--- src/hdl/ftf_pkg.sv ---
// Shared types and constants of the five-tuple first-match filter.
package ftf_pkg;

  localparam int unsigned RULE_SLOTS_DEFAULT = 128;

  localparam logic [15:0] ETHERTYPE_IPV4 = 16'h0800;
  localparam logic [7:0]  IP_NUM_TCP     = 8'd6;
  localparam logic [7:0]  IP_NUM_UDP     = 8'd17;

  localparam logic [1:0]  ACT_ACCEPT     = 2'd0;
  localparam logic [1:0]  ACT_DROP       = 2'd1;

  localparam logic        CMD_ADD        = 1'b0;

  typedef enum logic [1:0] {
    STATUS_ADDED      = 2'd0,
    STATUS_FULL       = 2'd1,
    STATUS_CLASSIFIED = 2'd2
  } status_e;

  typedef struct packed {
    logic [31:0] source_address;
    logic [31:0] dest_address;
    logic [15:0] source_port;
    logic [15:0] dest_port;
    logic [7:0]  ip_protocol;
  } key_t;

  typedef struct packed {
    key_t       key;
    logic [1:0] action;
  } rule_t;

  typedef struct packed {
    logic       valid;
    key_t       key;
    logic       decided;
    logic       accept;
    logic [6:0] rule_idx;
    logic [7:0] log_hits;
  } scan_t;

endpackage

--- src/hdl/ftf_cell.sv ---
// One rule cell: holds one rule and updates the scan token passing through it.
module ftf_cell #(
  parameter int unsigned INDEX = 0,
  parameter int unsigned CNT_W = 8,
  parameter int unsigned IDX_W = 7
) (
  input  logic                clk_i,
  input  logic                rst_ni,
  input  logic [CNT_W-1:0]    rules_in_use_i,
  input  logic                wr_en_i,
  input  logic [IDX_W-1:0]    wr_idx_i,
  input  ftf_pkg::rule_t      wr_rule_i,
  input  ftf_pkg::scan_t      scan_i,
  output ftf_pkg::scan_t      scan_o
);
  import ftf_pkg::*;

  rule_t rule_q;
  scan_t scan_q, scan_d;
  logic  in_use;
  logic  hit;

  always_ff @(posedge clk_i) begin
    if (wr_en_i && (wr_idx_i == IDX_W'(INDEX))) begin
      rule_q <= wr_rule_i;
    end
  end

  assign in_use = rules_in_use_i > CNT_W'(INDEX);

  assign hit = in_use &&
    ((rule_q.key.source_address == '0) ||
     (rule_q.key.source_address == scan_i.key.source_address)) &&
    ((rule_q.key.dest_address == '0) ||
     (rule_q.key.dest_address == scan_i.key.dest_address)) &&
    ((rule_q.key.source_port == '0) ||
     (rule_q.key.source_port == scan_i.key.source_port)) &&
    ((rule_q.key.dest_port == '0) ||
     (rule_q.key.dest_port == scan_i.key.dest_port)) &&
    ((rule_q.key.ip_protocol == '0) ||
     (rule_q.key.ip_protocol == scan_i.key.ip_protocol));

  always_comb begin
    scan_d = scan_i;
    if (scan_i.valid && !scan_i.decided && hit) begin
      if ((rule_q.action == ACT_ACCEPT) || (rule_q.action == ACT_DROP)) begin
        scan_d.decided  = 1'b1;
        scan_d.accept   = (rule_q.action == ACT_ACCEPT);
        scan_d.rule_idx = 7'(INDEX);
      end else if (scan_i.log_hits != 8'hFF) begin
        scan_d.log_hits = scan_i.log_hits + 8'd1;
      end
    end
  end

  always_ff @(posedge clk_i or negedge rst_ni) begin
    if (!rst_ni) begin
      scan_q <= '0;
    end else begin
      scan_q <= scan_d;
    end
  end

  assign scan_o = scan_q;

endmodule
--- config.mk ---
export PLATFORM = sky130hd
export DESIGN_NAME = ftf_cell
export DESIGN_NICKNAME = d
export VERILOG_FILES = /design/src/hdl/ftf_pkg.sv /design/src/hdl/ftf_cell.sv
export SDC_FILE = /design/constraint.sdc
export NUM_CORES = 1
export LEC_CHECK = 0
export ABC_AREA = 1
export BUFFER_PORTS_ARGS = -buffer_cell sky130_fd_sc_hd__buf_2
export CAP_MARGIN = 20
export CORE_UTILIZATION = 44
export DETAILED_ROUTE_END_ITERATION = 8
export PLACE_DENSITY = 0.77
export SYNTH_ARGS = -nofsm -noshare
export SYNTH_HDL_FRONTEND = slang
export SYNTH_SLANG_ARGS = --single-unit
--- constraint.sdc ---
create_clock -name clk_i -period 1.8 [get_ports clk_i]
set_clock_uncertainty 0.15 [all_clocks]
set_input_delay 0.36 -clock clk_i [delete_from_list [all_inputs] [get_ports clk_i]]
set_output_delay 0.36 -clock clk_i [all_outputs]
set_load 0.05 [all_outputs]
==> metrics <==
Pint=9270 uW; post-synthesis sequential area ratio=69.0%; Starting DRT DRC Count=457; WS Path Type=reg2reg; Required @ worst endpoint=2.10 ns; most numerous cell on the critical path=nand2_1; Clock transition at path regs=0.06 ns; Least-Margin Pin Slew=0.357 ns; PnR worst setup slack=-0.316 ns; Mapped Area=0.00904 sq mm; synthesized area per cell=10.5 sq um; fin nets=1,792; final setup vio count=17; footprint of the multi-input gates=0.00243 sq mm; WP data arrival=2.42 ns; Slew Limit Fails=0; GRT Util Overall=27.7%; final cycle utilization of the critical path=118%; Yosys cell types=24; Reg area=0.00624 sq mm; total core area=0.0202 sq mm; Die X=145 microns; WL final=29.7 mm; DRC viols=0; Yosys warning total=0; IO buf count=367; Top delay family on crit path=simple AND/OR/NAND/NOR gates; H-tree levels=1; Area Growth Syn to Fin=65.6%; Die Y-Extent=145 microns; Worst-Skew Late Latency=0.52 ns; CTS root buffer=clkbuf_16; CTS Buf Count=24; Leakage=0.00729 uW; CTS tree=built; CTS Sinks=228; Slowest cell on crit path=edfxtp_1; drt first pass iters=5; fillers=1,197; unrepaired setup endpoints after global routing=yes; I/O pin cnt=368; crit path launch type=flop; Max Fclk=0.473 GHz; Crit path buffers/inverters=3; critical-path cell list=xnor2_2 > nand2_1 > nor2_1 > nand2_1 > nor2_1 > nand2_2 > buf_4 > a21oi_1 > buf_4 > nand3_2 > nand2_1 > nand2_1 > inv_1; Fin. Hold Viols=0; Initial Util=44.8%; Overflow after GRT=0; fraction of layout cells with a size suffix above 1=33.7%; maximum VDD drop=0.743 mV; GP Congestion=0.826; CP peak stage delay=0.45 ns; vias in the first global route=9,160; row cnt=52; Max Cap Viol=0; max_slew headroom=76.2%; cells after synthesis=861; Sw Share=25.2%; Total Power=12,400 uW; initial antenna violation count=3; part of the power in combinational logic=14.7%; Clock power frac=39.6%; status=finished with violations; Post-Layout Cell Count=1,836; violated checks=setup timing; Critical Path Sink Type=flop; Min-Delay Path Class=in2async; Final Critical Period=2.12 ns; wire per inst=16.2 microns; Synth Net Count=1,108; via count=8,681; Switch Pwr=3120 uW; P per Cell Area=828 mW/mm^2; most common cell after layout, fill and taps aside=buf_2; DP HPWL=17.8 mm; CTS max path bufs=3; critical path fanouts, max=3; most frequent cells in the layout=buf_2, nand2_1, dlygate4sd3_1, dfrtp_1, inv_1; sequential share of power=45.6%; Synth Register Bits=228; Placed Cells=1,557; die area=0.0211 sq mm; first-pass GRT wire length=45.7 mm; Vias/cell=4.73; largest net degree at the start of global routing=62; Routed Antenna Nets=0
[kinds of logic (layout without fill, tap and decap cells)]
kind of cell	count (synthesis)	after routing	synth area share, %
adders and majority gates	1	1	0.138
xor gates and xnor gates	54	54	5.23
buffers and inverters	141	843	5.94
muxes	1	1	0.125
and+or+nand+nor	428	428	19.1
other	0	3	0
AOI/OAI and AO/OA	8	8	0.443
DFF	228	228	69.0
[stage by stage]
step	area (sq um)	util, %	setup TNS, ns	hold slack, ns	worst slack [ns]
after global routing	15000	74.2	-6.86	0.0304	-0.440
after detailed placement	11700	58.1	-6.76	0.0179	-0.506
final	15000	74.2	-4.75	0.0381	-0.316
after global placement	11700	58.1	-5.99	0.0169	-0.430
after floorplan	9060	-	-26.65	-0.0856	-0.251
after CTS	14800	73.5	-4.58	-0.194	-0.295
[sequential cells by signal, indices dropped and copies added, names as in the netlist]
register and flops:
scan_o 122, rule_q 106
[synthesized netlist by cell type (all sizes together)]
cell type / count / area share (%)
dfrtp: 122 / 34
o21ai: 4 / 0.22
nor4: 6 / 0.42
nand2: 263 / 11
nor2: 107 / 4.5
ha: 1 / 0.14
xor2: 20 / 1.9
and2: 3 / 0.21
buf: 1 / 0.12
clkinv: 4 / 0.17
a21oi: 4 / 0.22
mux2: 1 / 0.12
and3: 1 / 0.069
or2: 1 / 0.069
inv: 136 / 5.6
nand4: 13 / 0.90
edfxtp: 106 / 35
nand3: 26 / 1.5
xnor2: 34 / 3.3
nand3b: 3 / 0.25
nor3: 5 / 0.28
[final cells by class]
cell class | count | area share [%]
multi-input cells | 492 | 16.2
inverters | 140 | 3.51
diodes | 3 | 0.0502
well taps | 270 | 2.26
clock buffers | 38 | 4.56
repair buffers | 659 | 31.1
flip-flops and latches | 228 | 41.7
clock inverters | 6 | 0.627
[routing by layer]
layer	global-route usage [%]	wire length [microns]
met5	0	8
met4	10.9	1160
met3	5.22	2140
met2	52.8	16100
met1	30.1	10300
[final timing paths]
path / from / end / slack (ns) / cells after the start
max: rule_q[71] / scan_o[7] / -0.32 / 13
min: rst_ni / scan_o[100] / 0.04 / 2
max reg2reg: rule_q[71] / scan_o[7] / -0.32 / 13
min reg2reg: rule_q[0] / scan_o[15] / 0.44 / 3
max in group asynchronous: rst_ni / scan_o[43] / 0.93 / 3
min in group clk_i: scan_i[4] / scan_o[4] / 0.05 / 4
[power groups by stage]
stage / clock network (uW) / registers, uW / logic [uW]
4_1_cts: 4960 / 5650 / 1760
3_5_place_dp: 0 / 5750 / 1370
5_1_grt: 5210 / 5660 / 1930
3_3_place_gp: 0 / 5740 / 1340
6_report: 4910 / 5650 / 1820
2_1_floorplan: 0 / 6260 / 204
[what timing repair did]
| item | CTS | global route |
|---|---|---|
| gates resized for setup | 11 | 40 |
| setup buffers | 4 | 3 |
| endpoints found under the setup margin | 17 | 17 |
| hold buffers | 224 | 1 |
| endpoints found under the hold margin | 346 | 1 |
| pin swaps | 14 | 7 |
(Power assumes the default switching activity.)
